[config.mk]
export PLATFORM = sky130hd
export DESIGN_NAME = gamepad_frame_parser_deadzone_core
export DESIGN_NICKNAME = d
export VERILOG_FILES = /design/src/gfpd_pkg.sv /design/src/gfpd_front.sv /design/src/gfpd_fifo.sv /design/src/gfpd_back.sv /design/src/gamepad_frame_parser_deadzone_core.sv
export VERILOG_INCLUDE_DIRS = /design/src /design/src/src
export SDC_FILE = /design/constraint.sdc
export NUM_CORES = 1
export LEC_CHECK = 0
export BUFFER_PORTS_ARGS = -buffer_cell sky130_fd_sc_hd__buf_2
export CAP_MARGIN = 25
export CORE_MARGIN = 2
export CORE_UTILIZATION = 55
export CTS_CLUSTER_SIZE = 30
export DETAILED_ROUTE_END_ITERATION = 10
export GPL_ROUTABILITY_DRIVEN = 0
export PLACE_DENSITY = 0.73
export REMOVE_ABC_BUFFERS = 1
export SETUP_SLACK_MARGIN = 0.5
export SLEW_MARGIN = 20
export SYNTH_ARGS = -nofsm -noshare
export SYNTH_HDL_FRONTEND = slang
export SYNTH_SLANG_ARGS = --single-unit
[constraint.sdc]
create_clock -name clk -period 8.6 [get_ports clk]
set_input_delay 1.72 -clock clk [delete_from_list [all_inputs] [get_ports clk]]
set_output_delay 1.72 -clock clk [all_outputs]
set_load 0.005 [all_outputs]
[src/gamepad_frame_parser_deadzone_core_assert.svh]
`ifndef GAMEPAD_FRAME_PARSER_DEADZONE_CORE_ASSERT_SVH
`define GAMEPAD_FRAME_PARSER_DEADZONE_CORE_ASSERT_SVH

// Same-cycle implication, checked on every rising edge outside reset.
`define GFPD_ASSERT_IMPL(label, ante, cons) \
    label: assert property (@(posedge clk) disable iff (!rst_n) (ante) |-> (cons)) \
        else $error("gfpd: assertion failed");

// Next-cycle implication, checked on every rising edge outside reset.
`define GFPD_ASSERT_NEXT(label, ante, cons) \
    label: assert property (@(posedge clk) disable iff (!rst_n) (ante) |=> (cons)) \
        else $error("gfpd: assertion failed");

`endif

[src/gfpd_pkg.sv]
package gfpd_pkg;

    localparam int FRAC_BITS  = 15;
    localparam int AXIS_W     = 8;
    localparam int OUT_W      = 16;
    localparam int NUM_AXES   = 4;
    localparam int IDX_W      = $clog2(NUM_AXES);
    localparam int DZ_W       = 7;
    localparam int SUM_W      = 7;

    localparam logic [AXIS_W-1:0] HEADER_BYTE = 8'h80;
    localparam logic [AXIS_W-1:0] AXIS_SPAN   = 8'd128;
    localparam logic [DZ_W-1:0]   DZ_RESET    = 7'd10;

    // Byte position inside a frame: 0 hunts for the header, 7 is the checksum.
    localparam int POS_W      = 3;
    localparam int FRAME_BODY = 7;
    localparam int NUM_PAY    = FRAME_BODY - 1;
    localparam logic [POS_W-1:0] POS_HUNT  = 3'd0;
    localparam logic [POS_W-1:0] POS_FIRST = 3'd1;
    localparam logic [POS_W-1:0] POS_CHECK = POS_W'(FRAME_BODY);

    // Radix-4 restoring divider: two quotient bits per cycle.
    localparam int DIV_STEPS = (AXIS_W + FRAC_BITS + 1) / 2;
    localparam int QUO_W     = 2 * DIV_STEPS;
    localparam int STEP_W    = $clog2(DIV_STEPS);

    localparam int FIFO_DEPTH = 2;
    localparam int PTR_W      = (FIFO_DEPTH > 1) ? $clog2(FIFO_DEPTH) : 1;
    localparam int CNT_W      = $clog2(FIFO_DEPTH + 1);

    typedef struct packed {
        logic [OUT_W-1:0]                    buttons;
        logic [NUM_AXES-1:0][AXIS_W-1:0]     axes;
    } frame_t;

endpackage

[src/gfpd_front.sv]
module gfpd_front (
    input  logic             clk,
    input  logic             rst_n,
    input  logic             in_valid,
    output logic             in_ready,
    input  logic [7:0]       rx_byte,
    output logic             push_valid,
    input  logic             push_ready,
    output gfpd_pkg::frame_t push_data
);
    import gfpd_pkg::*;

    logic [POS_W-1:0]               pos_reg, pos_next;
    logic [SUM_W-1:0]               sum_reg, sum_next;
    logic [NUM_PAY-1:0][AXIS_W-1:0] pay_reg;
    logic                           accept;
    logic                           is_payload;

    // Only the checksum byte needs room in the queue.
    assign in_ready   = !(pos_reg == POS_CHECK && !push_ready);
    assign accept     = in_valid && in_ready;
    assign is_payload = (pos_reg != POS_HUNT) && (pos_reg != POS_CHECK);

    always_comb
    begin
        pos_next = pos_reg;
        sum_next = sum_reg;
        if (accept)
        begin
            if (pos_reg == POS_HUNT)
            begin
                if (rx_byte == HEADER_BYTE)
                begin
                    pos_next = POS_FIRST;
                    sum_next = HEADER_BYTE[SUM_W-1:0];
                end
            end
            else if (pos_reg == POS_CHECK)
            begin
                pos_next = POS_HUNT;
            end
            else
            begin
                pos_next = pos_reg + 1'b1;
                sum_next = sum_reg + rx_byte[SUM_W-1:0];
            end
        end
    end

    always_ff @(posedge clk or negedge rst_n)
    begin
        if (!rst_n)
        begin
            pos_reg <= POS_HUNT;
            sum_reg <= '0;
        end
        else
        begin
            pos_reg <= pos_next;
            sum_reg <= sum_next;
        end
    end

    // Payload bytes shift in, so the first one ends up in slot 0.
    always_ff @(posedge clk)
    begin
        if (accept && is_payload)
        begin
            pay_reg <= {rx_byte, pay_reg[NUM_PAY-1:1]};
        end
    end

    // A checksum with bit 7 set never matches the zero-extended sum.
    assign push_valid = accept && (pos_reg == POS_CHECK) && (rx_byte == {1'b0, sum_reg});

    always_comb
    begin
        push_data.buttons = {pay_reg[0], pay_reg[1]};
        for (int i = 0; i < NUM_AXES; i++)
        begin
            push_data.axes[i] = pay_reg[i + 2];
        end
    end

endmodule

[src/gfpd_fifo.sv]
`include "gamepad_frame_parser_deadzone_core_assert.svh"

module gfpd_fifo (
    input  logic             clk,
    input  logic             rst_n,
    input  logic             push_valid,
    output logic             push_ready,
    input  gfpd_pkg::frame_t push_data,
    output logic             pop_valid,
    input  logic             pop_ready,
    output gfpd_pkg::frame_t pop_data
);
    import gfpd_pkg::*;

    frame_t             mem_reg [FIFO_DEPTH];
    logic [PTR_W-1:0]   wptr_reg, rptr_reg;
    logic [CNT_W-1:0]   count_reg, count_next;
    logic               do_push, do_pop;

    assign push_ready = count_reg != CNT_W'(FIFO_DEPTH);
    assign pop_valid  = count_reg != '0;
    assign do_push    = push_valid && push_ready;
    assign do_pop     = pop_valid && pop_ready;
    assign pop_data   = mem_reg[rptr_reg];

    always_comb
    begin
        count_next = count_reg;
        if (do_push && !do_pop)
        begin
            count_next = count_reg + 1'b1;
        end
        else if (do_pop && !do_push)
        begin
            count_next = count_reg - 1'b1;
        end
    end

    always_ff @(posedge clk or negedge rst_n)
    begin
        if (!rst_n)
        begin
            wptr_reg  <= '0;
            rptr_reg  <= '0;
            count_reg <= '0;
        end
        else
        begin
            count_reg <= count_next;
            if (do_push)
            begin
                wptr_reg <= (wptr_reg == PTR_W'(FIFO_DEPTH - 1)) ? '0 : wptr_reg + 1'b1;
            end
            if (do_pop)
            begin
                rptr_reg <= (rptr_reg == PTR_W'(FIFO_DEPTH - 1)) ? '0 : rptr_reg + 1'b1;
            end
        end
    end

    always_ff @(posedge clk)
    begin
        if (do_push)
        begin
            mem_reg[wptr_reg] <= push_data;
        end
    end

    `GFPD_ASSERT_IMPL(a_count_bound, 1'b1, count_reg <= CNT_W'(FIFO_DEPTH))
    `GFPD_ASSERT_NEXT(a_push_grows, do_push && !do_pop, count_reg == $past(count_reg) + 1'b1)
    `GFPD_ASSERT_NEXT(a_pop_shrinks, do_pop && !do_push, count_reg == $past(count_reg) - 1'b1)

endmodule

[src/gfpd_back.sv]
`include "gamepad_frame_parser_deadzone_core_assert.svh"

module gfpd_back (
    input  logic                    clk,
    input  logic                    rst_n,
    input  logic [6:0]              deadzone,
    input  logic                    frame_valid,
    output logic                    frame_ready,
    input  gfpd_pkg::frame_t        frame_data,
    output logic                    out_valid,
    input  logic                    out_ready,
    output logic [15:0]             buttons,
    output logic signed [15:0]      left_x,
    output logic signed [15:0]      left_y,
    output logic signed [15:0]      right_x,
    output logic signed [15:0]      right_y
);
    import gfpd_pkg::*;

    typedef enum logic [2:0] {
        ST_IDLE = 3'b001,
        ST_DIV  = 3'b010,
        ST_DONE = 3'b100
    } back_state_t;

    localparam logic [QUO_W-1:0] SAT_NEG = QUO_W'(32768);
    localparam logic [QUO_W-1:0] SAT_POS = QUO_W'(32767);

    // Dead zone on one axis byte; returns {sign, magnitude}.
    function automatic logic [AXIS_W:0] axis_prep(input logic [AXIS_W-1:0] raw,
                                                  input logic [DZ_W-1:0] dz);
        logic signed [AXIS_W:0] s;
        logic signed [AXIS_W:0] d;
        logic signed [AXIS_W:0] a;
        logic        [AXIS_W:0] mag;
        s = {raw[AXIS_W-1], raw};
        d = {2'b00, dz};
        if (s < d && s > -d)
        begin
            a = '0;
        end
        else if (s > 0)
        begin
            a = s - d;
        end
        else
        begin
            a = s + d;
        end
        mag = a[AXIS_W] ? -a : a;
        return {a[AXIS_W], mag[AXIS_W-1:0]};
    endfunction

    function automatic logic [OUT_W-1:0] saturate(input logic [QUO_W-1:0] q,
                                                  input logic neg);
        logic [OUT_W-1:0] lo;
        lo = q[OUT_W-1:0];
        if (neg)
        begin
            return (q >= SAT_NEG) ? 16'h8000 : OUT_W'(0) - lo;
        end
        return (q >= SAT_POS) ? 16'h7fff : lo;
    endfunction

    back_state_t                    st_reg, st_next;
    logic [IDX_W-1:0]               idx_reg, idx_next;
    logic [STEP_W-1:0]              step_reg, step_next;
    logic                           out_valid_reg, out_valid_next;

    logic [AXIS_W-1:0]              rem_reg, rem_c;
    logic [QUO_W-1:0]               dvd_reg, dvd_c;
    logic [QUO_W-1:0]               quo_reg, quo_c;
    logic                           neg_reg;
    logic [OUT_W-1:0]               btn_reg;
    logic [NUM_AXES-1:0][AXIS_W-1:0] raw_reg;
    logic [NUM_AXES-1:0][OUT_W-1:0]  res_reg;
    logic [OUT_W-1:0]               out_btn_reg;
    logic [NUM_AXES-1:0][OUT_W-1:0]  out_axis_reg;

    logic [AXIS_W-1:0]              divisor;
    logic [AXIS_W:0]                trial;
    logic [AXIS_W-1:0]              prep_raw;
    logic [AXIS_W:0]                prep;
    logic [QUO_W-1:0]               dvd_init;
    logic                           last_step;
    logic                           last_axis;
    logic                           take_frame;
    logic                           load_out;

    assign divisor     = AXIS_SPAN - {1'b0, deadzone};
    assign last_step   = step_reg == STEP_W'(DIV_STEPS - 1);
    assign last_axis   = idx_reg == IDX_W'(NUM_AXES - 1);
    assign frame_ready = st_reg == ST_IDLE;
    assign take_frame  = frame_valid && frame_ready;
    assign load_out    = (st_reg == ST_DONE) && (!out_valid_reg || out_ready);

    // The next axis is set up while the current one finishes its last step.
    assign prep_raw = (st_reg == ST_IDLE) ? frame_data.axes[0] : raw_reg[idx_reg + 1'b1];
    assign prep     = axis_prep(prep_raw, deadzone);
    assign dvd_init = QUO_W'(prep[AXIS_W-1:0]) << FRAC_BITS;

    // Two restoring steps per cycle; the remainder stays below the divisor while the deadzone is unchanged.
    always_comb
    begin
        rem_c = rem_reg;
        dvd_c = dvd_reg;
        quo_c = quo_reg;
        trial = '0;
        for (int k = 0; k < 2; k++)
        begin
            trial = {rem_c, dvd_c[QUO_W-1]};
            dvd_c = {dvd_c[QUO_W-2:0], 1'b0};
            if (trial >= {1'b0, divisor})
            begin
                rem_c = AXIS_W'(trial - {1'b0, divisor});
                quo_c = {quo_c[QUO_W-2:0], 1'b1};
            end
            else
            begin
                rem_c = trial[AXIS_W-1:0];
                quo_c = {quo_c[QUO_W-2:0], 1'b0};
            end
        end
    end

    always_comb
    begin
        st_next        = st_reg;
        idx_next       = idx_reg;
        step_next      = step_reg;
        out_valid_next = out_valid_reg;
        if (out_ready)
        begin
            out_valid_next = 1'b0;
        end
        unique case (st_reg)
            ST_IDLE:
            begin
                if (frame_valid)
                begin
                    st_next   = ST_DIV;
                    idx_next  = '0;
                    step_next = '0;
                end
            end
            ST_DIV:
            begin
                step_next = step_reg + 1'b1;
                if (last_step)
                begin
                    step_next = '0;
                    if (last_axis)
                    begin
                        st_next = ST_DONE;
                    end
                    else
                    begin
                        idx_next = idx_reg + 1'b1;
                    end
                end
            end
            ST_DONE:
            begin
                if (load_out)
                begin
                    st_next        = ST_IDLE;
                    out_valid_next = 1'b1;
                end
            end
            default:
            begin
                st_next = ST_IDLE;
            end
        endcase
    end

    always_ff @(posedge clk or negedge rst_n)
    begin
        if (!rst_n)
        begin
            st_reg        <= ST_IDLE;
            idx_reg       <= '0;
            step_reg      <= '0;
            out_valid_reg <= 1'b0;
        end
        else
        begin
            st_reg        <= st_next;
            idx_reg       <= idx_next;
            step_reg      <= step_next;
            out_valid_reg <= out_valid_next;
        end
    end

    always_ff @(posedge clk)
    begin
        if (take_frame)
        begin
            btn_reg <= frame_data.buttons;
            raw_reg <= frame_data.axes;
            rem_reg <= '0;
            quo_reg <= '0;
            dvd_reg <= dvd_init;
            neg_reg <= prep[AXIS_W];
        end
        else if (st_reg == ST_DIV)
        begin
            if (last_step)
            begin
                res_reg[idx_reg] <= saturate(quo_c, neg_reg);
                rem_reg          <= '0;
                quo_reg          <= '0;
                dvd_reg          <= dvd_init;
                neg_reg          <= prep[AXIS_W];
            end
            else
            begin
                rem_reg <= rem_c;
                quo_reg <= quo_c;
                dvd_reg <= dvd_c;
            end
        end
        if (load_out)
        begin
            out_btn_reg  <= btn_reg;
            out_axis_reg <= res_reg;
        end
    end

    assign out_valid = out_valid_reg;
    assign buttons   = out_btn_reg;
    assign left_x    = out_axis_reg[0];
    assign left_y    = out_axis_reg[1];
    assign right_x   = out_axis_reg[2];
    assign right_y   = out_axis_reg[3];

    `GFPD_ASSERT_IMPL(a_rem_below_div, st_reg == ST_DIV, rem_reg < divisor)
    `GFPD_ASSERT_IMPL(a_done_after_last, st_reg == ST_DONE, last_axis)
    `GFPD_ASSERT_NEXT(a_load_shows, load_out, out_valid_reg && st_reg == ST_IDLE)

endmodule

[src/gamepad_frame_parser_deadzone_core.sv]
// Byte input takes one item per cycle; the checksum byte waits only when the
// two-frame queue between parser and arithmetic is full.
// A good frame reaches the output after its four axes pass, in turn, through
// one shared radix-4 divider. The arithmetic takes a new frame only once the
// last one is loaded to the output; the queue holds frames in the meantime.
// Reset (async, active low) returns to header hunt, empties the queue and
// loads deadzone 10; the frame byte registers are not cleared.
module gamepad_frame_parser_deadzone_core (
    input  logic                clk,
    input  logic                rst_n,
    input  logic                cfg_valid,
    output logic                cfg_ready,
    input  logic [6:0]          deadzone,
    input  logic                in_valid,
    output logic                in_ready,
    input  logic [7:0]          rx_byte,
    output logic                out_valid,
    input  logic                out_ready,
    output logic [15:0]         buttons,
    output logic signed [15:0]  left_x,
    output logic signed [15:0]  left_y,
    output logic signed [15:0]  right_x,
    output logic signed [15:0]  right_y
);
    import gfpd_pkg::*;

    logic [DZ_W-1:0] deadzone_reg;
    logic            push_valid, push_ready;
    frame_t          push_data;
    logic            frame_valid, frame_ready;
    frame_t          frame_data;

    assign cfg_ready = 1'b1;

    always_ff @(posedge clk or negedge rst_n)
    begin
        if (!rst_n)
        begin
            deadzone_reg <= DZ_RESET;
        end
        else if (cfg_valid && cfg_ready)
        begin
            deadzone_reg <= deadzone;
        end
    end

    gfpd_front u_front (
        .clk        (clk),
        .rst_n      (rst_n),
        .in_valid   (in_valid),
        .in_ready   (in_ready),
        .rx_byte    (rx_byte),
        .push_valid (push_valid),
        .push_ready (push_ready),
        .push_data  (push_data)
    );

    gfpd_fifo u_fifo (
        .clk        (clk),
        .rst_n      (rst_n),
        .push_valid (push_valid),
        .push_ready (push_ready),
        .push_data  (push_data),
        .pop_valid  (frame_valid),
        .pop_ready  (frame_ready),
        .pop_data   (frame_data)
    );

    gfpd_back u_back (
        .clk         (clk),
        .rst_n       (rst_n),
        .deadzone    (deadzone_reg),
        .frame_valid (frame_valid),
        .frame_ready (frame_ready),
        .frame_data  (frame_data),
        .out_valid   (out_valid),
        .out_ready   (out_ready),
        .buttons     (buttons),
        .left_x      (left_x),
        .left_y      (left_y),
        .right_x     (right_x),
        .right_y     (right_y)
    );

endmodule
======== After elaboration in Yosys (flattened, before gate mapping) ========
Memories as Yosys holds them, arrays and structs flattened.
Cells that the tools add are included.
operators by class
  shift operators ......................... 0
  muxes and demuxes ....................... 59
  bitwise operators ....................... 1
  equal/unequal tests ..................... 17
  reduce and logical (&&, ||, !) cells .... 33
  add/sub/neg operators ................... 16
  magnitude comparators ................... 10
  multiply operators ...................... 0
  div/mod/pow operators ................... 0
operators by type and width
  operator                                                              count
  two-way mux 16 bit                                                    8
  bitwise mux 64 bit                                                    1
  two-way mux 8 bit                                                     6
  two-way mux 23 bit                                                    2
  demux 16 bit (select 2 bit)                                           1
  greater-or-equal comparator 24 x 15 -> 1 bit (second input constant)  1
  greater-or-equal comparator 24 x 16 -> 1 bit (second input constant)  1
  two-way mux 24 bit                                                    1
  two-way mux 22 bit                                                    1
  two-way mux 3 bit                                                     7
  two-way mux 7 bit                                                     3
  greater-or-equal comparator 9 x 8 -> 1 bit                            2
  two-way mux 9 bit                                                     2
  binary-select mux 8 bit (select 2 bit)                                1
  two-way mux 1 bit                                                     16
  subtractor 1 x 16 -> 16 bit (first input constant)                    1
  subtractor 8 bit                                                      2
  logical AND 1 bit                                                     13
  two-way mux 2 bit                                                     5
  nonzero test 2 bit                                                    5
  adder 8 x 8 -> 9 bit                                                  1
  > comparator 8 x 9 -> 1 bit                                           1
  negator 7 -> 9 bit                                                    1
  case mux 3 bit (3 select lines)                                       1
  34 further kinds                                                      53
storage, ports and cells
  memories ................................ 1
  memory bits (writable) .................. 96
  input bits .............................. 20
  flip-flop bits (word level) ............. 326
  latch bits .............................. 0
  memory bits (read-only) ................. 0
memories
  memory          words  width  read ports  clocked after Yosys merged registers in  wr ports  RTL line         RTL
  u_fifo.mem_reg  2      48     1           0                                        1         gfpd_fifo.sv:15  frame_t mem_reg [FIFO_DEPTH];

======== Logic depth before layout (Yosys ltp) ========
  depth in word-level cells ............... 13
  depth in mapped cells ................... 33
  mapped depth without buffers ............ 31

======== Cells and area by module ========
From an unflattened synthesis, not the netlist that was laid out.
unflattened totals
  cell total of the unflattened synthesis .. 1136
  area, all modules ....................... 17145.2 µm²
by module, submodules not included
  module                              cells each  times used  area each (µm²)  seq. area each (µm²)
  gfpd_back                           811         1           10790.3          6907.9
  gfpd_fifo                           167         1           3703.6           2982.9
  gfpd_front                          141         1           2346.0           1691.6
  gamepad_frame_parser_deadzone_core  17          1           305.3            177.7

======== Worst setup path after synthesis ========
No wires, ideal clock.
  path type ............................... register -> register
  from .................................... register deadzone_reg[1]
  to ...................................... register u_back.res_reg[14] in the netlist's numbering, data pin
  cell stages (with the launch flop) ...... 30
  required time ........................... 8331 ps
  setup slack ............................. 1862 ps
  clock period less this slack ............ 6738 ps
  arrival time ............................ 6469 ps
  setup time .............................. 269 ps
  buffers on the path ..................... 3
  cells stage by stage .................... dfstp_2 -> inv_1 -> ha_1 -> nor3b_4 -> xnor2_1 -> ha_1 -> nand4_1 -> a41oi_1 -> o211ai_1 -> o32ai_1 -> a211oi_4 -> buf_4 -> a21oi_1 -> xor2_1 -> ha_1 -> a31o_1 -> a211o_1 -> or3b_1 -> a21boi_1 -> buf_4 -> inv_6 -> ha_1 -> nand2_1 -> or3_1 -> or3_1 -> or3_1 -> clkbuf_1 -> nor3_1 -> nor3_1 -> a211o_1
between the ends
  word-level cells in the longest chain between the ends .. 13
  elaborated cells on any way between the ends .. 18
  classes of those cells .................. add/sub: 3; order compare: 4; mux: 11
ends and longest elaborated chain
  item                                                                                         RTL line                                  RTL
  from (decl)                                                                                  gamepad_frame_parser_deadzone_core.sv:27  logic [DZ_W-1:0] deadzone_reg;
  from (signal assigned)                                                                       gamepad_frame_parser_deadzone_core.sv:43  deadzone_reg <= deadzone;
  subtractor 8 x 7 -> 8 bit (*)                                                                gfpd_back.sv:90                           assign divisor = AXIS_SPAN - {1'b0, deadzone};
  subtractor 8 bit or greater-or-equal comparator 9 x 8 -> 1 bit (tied branches)               gfpd_back.sv:115, gfpd_back.sv:113
  two-way mux 8 bit                                                                            gfpd_back.sv:113                          if (trial >= {1'b0, divisor})
  greater-or-equal comparator 9 x 8 -> 1 bit                                                   gfpd_back.sv:113
  two-way mux 1 bit                                                                            gfpd_back.sv:113
  greater-or-equal comparator 24 x 16 -> 1 bit or subtractor 1 x 16 -> 16 bit (tied branches)  gfpd_back.sv:60                           return (q >= SAT_NEG) ? 16'h8000 : OUT_W'(0) - lo;
  two-way mux 16 bit                                                                           gfpd_back.sv:60
  two-way mux 16 bit                                                                           gfpd_back.sv:58                           if (neg)
  two-way mux 16 bit (*)                                                                       gfpd_back.sv:62                           return (q >= SAT_POS) ? 16'h7fff : lo;
  two-way mux 16 bit (*)                                                                       gfpd_back.sv:208                          if (last_step)
  two-way mux 16 bit (*)                                                                       gfpd_back.sv:206                          else if (st_reg == ST_DIV)
  two-way mux 16 bit (*)                                                                       gfpd_back.sv:197                          if (take_frame)
  bitwise mux 64 bit (*)                                                                       gfpd_back.sv:210                          res_reg[idx_reg] <= saturate(quo_c, neg_reg);
  to (signal, indexed assignment)                                                              gfpd_back.sv:210
  to (decl)                                                                                    gfpd_back.sv:76                           logic [NUM_AXES-1:0][OUT_W-1:0] res_reg;
Every way passes the cells marked *; elsewhere a longest branch is shown, timed or not. The select of a mux whose other input is x is not followed.
A chain may end at the register's enable or synchronous reset.

======== Worst setup path in the final report ========
  from .................................... register deadzone_reg[1]
  to ...................................... register u_back.res_reg[28] in the netlist's numbering, data pin
Same word-level chain as after synthesis.

==> results.txt <==
The leftover overflow at the end of global routing is 0. The final number of hold-violating endpoints is 0. The total of endpoints with negative setup slack in the final report is 0. The number of flip-flops in the largest register came out at 96.

At the pin with the least slew margin, the transition time is 1.024 ns. The longest individual stage delay on the worst path came out at 0.60 ns. The total number of vias came out at around 9400. The final net count is 1309. The depth of the CTS H-tree is 2.

Dividing total power by cell area gives a power density of 282.5 nW/µm². The register bit total from synthesis came out at just over 400. Cells fill between 60% and 70% of the core in the end.

The period utilization came out at between 90% and 100%. The number of different library cells in the post-synthesis netlist came out at slightly below 90. The number of clock sinks is around 410. In the final layout, the multi-input gates occupy roughly 4700 µm². After synthesis, the largest area contributor takes up between 60 and 70% of total cell area. In this run the mean area of a mapped cell was between 15 and 20 µm².

STA puts the critical path data arrival time at about 8 ns. The min-delay analysis places its worst path in the category flip-flop to flip-flop. The number of synthesis warnings came out at 0. The count of inserted antenna diode cells came out at 0.

The slowest stage of the critical path is the dfstp_2 cell. Data on the critical path is required at its endpoint by about 8.8 ns. The time the worst path needs with I/O delays and setup is 7.748 ns. The commonest cells after synthesis are edfxtp_1 (345), nand2_1 (91), nor2_1 (56), ha_1 (53). The maximum clock frequency came out at 129.1 MHz. The setup path with the least slack is of type flip-flop to flip-flop. Sorting the synthesized cells by area gives the leading types as edfxtp_1 (62%), dfrtp_1 (4.2%), ha_1 (3.9%). The floorplan step defined a die boundary enclosing about 32000 µm². The DRC violation count after routing came out at 0. TritonCTS built the clock tree. The height of the chip is between 150 and 200 µm.

For this run, the leading register cell type out of synthesis is edfxtp_1. The violation count after the first detailed-routing iteration came out at ~770. The number of enable-type register cells in the synthesized netlist came out at ~350. The number of buffer and inverter stages on the critical path is 5. Counting the fill cells in the layout gives between 2000 and 2500. The initial antenna violation count was 0.

The storage element area came out at ~12000 µm². The worst setup path is launched from a flip-flop. The core region is 29870 µm². The maximum net fanout on the critical path is 15. The synthesis-to-finish area growth came out at 14.06%. The kind of end point of the critical path is a flip-flop.

The count of TritonRoute iterations in the first routing pass came out at 5. The first-pass GRT wire length came out at around 50000 µm. The number of maximum-capacitance violations came out at 0. The most used cell along the critical path is ha_1. After technology mapping, the gate count stands at 1112. The final critical-path setup slack is approximately 0.85 ns. In the final routed layout, each cell accounts on average for ~19 µm. The floorplan step set the die width to 178.8 µm.

The max-slew violation count is 0. Summed over all nets, the half-perimeter wirelength after detailed placement is 19740 µm. Setup repair after global routing left no endpoint under its margin.

OpenSTA, run right after detailed placement, puts the worst setup slack at between 0.8 and 0.9 ns. The most frequent cell after synthesis is edfxtp_1. The sequential share of the synthesized area is a little over two thirds. The global-route total usage across every layer came out at between 15 and 20%.

The reported leakage power came out at a little over 7 nW. In this run the count of I/O pins placed on the die edge is slightly above 100. The port buffer count came out at a little over 100. The number of buffers created by CTS came out at 39. In this run the deepest clock path goes through 3 buffers. The initial cell density of the core came out at 56.23%.

The pin count of the biggest net entering global routing is 81. The cell sitting at the root of the clock tree is a clkbuf_16. The run finished with clean final reports. The kind of cell with the highest combined delay along the critical path is compound AO/OA/AOI/OAI gates. The sum of negative setup slack is 0 ns.

The remaining antenna violation count came out at 0. Hold repair after CTS inserted 0 buffers. The sum of routed wire length over all layers is 30740 µm. The worst slew slack as a fraction of its limit is a little over 30%. The via count of the first global-routing pass came out at 9159.

The clock latency reported for the late side of the worst-skew pair is between 0.5 and 0.6 ns. The largest total area in the synthesized netlist belongs to edfxtp_1. For the final database, setup skew stands at ~0.019 ns. The average vias per placed instance came out at approximately 5.7. After floorplanning, the core was divided into between 60 and 70 placement rows. The clock-pin slew reported for the worst setup and hold paths after clock tree synthesis came out at ~0.060 ns.

The maximum resistive drop on vdd came out at around 0.18 mV. The proportion of layout cells with a drive suffix above 1 came out at roughly a fifth. The cell area that synthesis handed to floorplanning was approximately 17000 µm². The proportion of register bits with asynchronous set or reset after synthesis came out at between 7 and 8%.
## metrics by stage
stage | instance area (µm²) | hold slack, ns | instances | total power [mW]
global route | 19160 | 0.4230 | 1650 | 5.659
global placement | 17740 | 0.4015 | 1578 | 3.574
detailed placement | 17740 | 0.4045 | 1578 | 3.621
finish | 19160 | 0.4156 | 1650 | 5.413
floorplan | 16640 | 0.4003 | 1076 | 3.341
CTS | 19090 | 0.4141 | 1648 | 5.404
## path summary, 6_finish.rpt
kind	slack (ns)	start	cells after the start	to
worst max-delay path	0.85	deadzone_reg[1]$_DFFE_PN1P_	32	u_back.res_reg[28]$_DFFE_PP_
worst min-delay path	0.42	u_back.res_reg[14]$_DFFE_PP_	0	u_back.left_x[14]$_DFFE_PP_
worst max register to register	0.85	deadzone_reg[1]$_DFFE_PN1P_	32	u_back.res_reg[28]$_DFFE_PP_
worst min register to register	0.42	u_back.res_reg[14]$_DFFE_PP_	0	u_back.left_x[14]$_DFFE_PP_
max in group asynchronous	6.74	rst_n	1	u_fifo.rptr_reg$_DFFE_PN0P_
min in group asynchronous	1.29	rst_n	1	deadzone_reg[0]$_DFFE_PN0P_
## cells by family (layout without fill, tap and decap cells)
logic type	Yosys count	count (layout)	share of synthesized area (%)
mux	75	75	5.414
simple gates	262	262	7.843
other cells	1	1	0.02232
xor+xnor	41	41	2.309
buf+inv	83	231	2.033
fa+ha+maj	63	63	4.841
flops	407	407	70.00
compound gates	180	180	7.537
## metal layers
metal / up-vias / GRT usage (%) / wire length, µm
li1: 4442 / - / -
met5: - / 0 / 0
met1: 4548 / 28.35 / 13910
met3: 43 / 3.372 / 1887
met2: 318 / 30.53 / 14270
met4: 0 / 6.504 / 677
## power breakdown
| part | internal, mW | switching (mW) |
|---|---|---|
| sequential | 2.35 | 0.170 |
| combinational | 0.466 | 0.638 |
| clock | 1.09 | 0.690 |
| total | 3.92 | 1.50 |
## cell type report
| type | count | share of cell area [%] |
|---|---|---|
| Inverter | 47 | 0.9468 |
| Clock inverter | 12 | 1.195 |
| Clock buffer | 58 | 5.896 |
| Sequential cell | 407 | 61.38 |
| Tap cell | 390 | 2.547 |
| Multi-Input combinational cell | 622 | 24.79 |
| Timing Repair Buffer | 114 | 3.252 |
## layout by cell type, fill, tap and decap left out, types with 31 or more instances in the layout
cell	count
edfxtp_1	345
buf_2	101
nor2_1	54
inv_1	41
clkbuf_16	41
mux2_2	44
o21ai_0	43
dfxtp_1	31
ha_1	53
nand2_1	91
## repair_timing
action,CTS,global route
setup endpoints to repair,0,16
buffers inserted,0,0
gates resized for setup,0,6
hold endpoints to repair,0,0
Note: power is estimated with default switching activity, not from simulation.
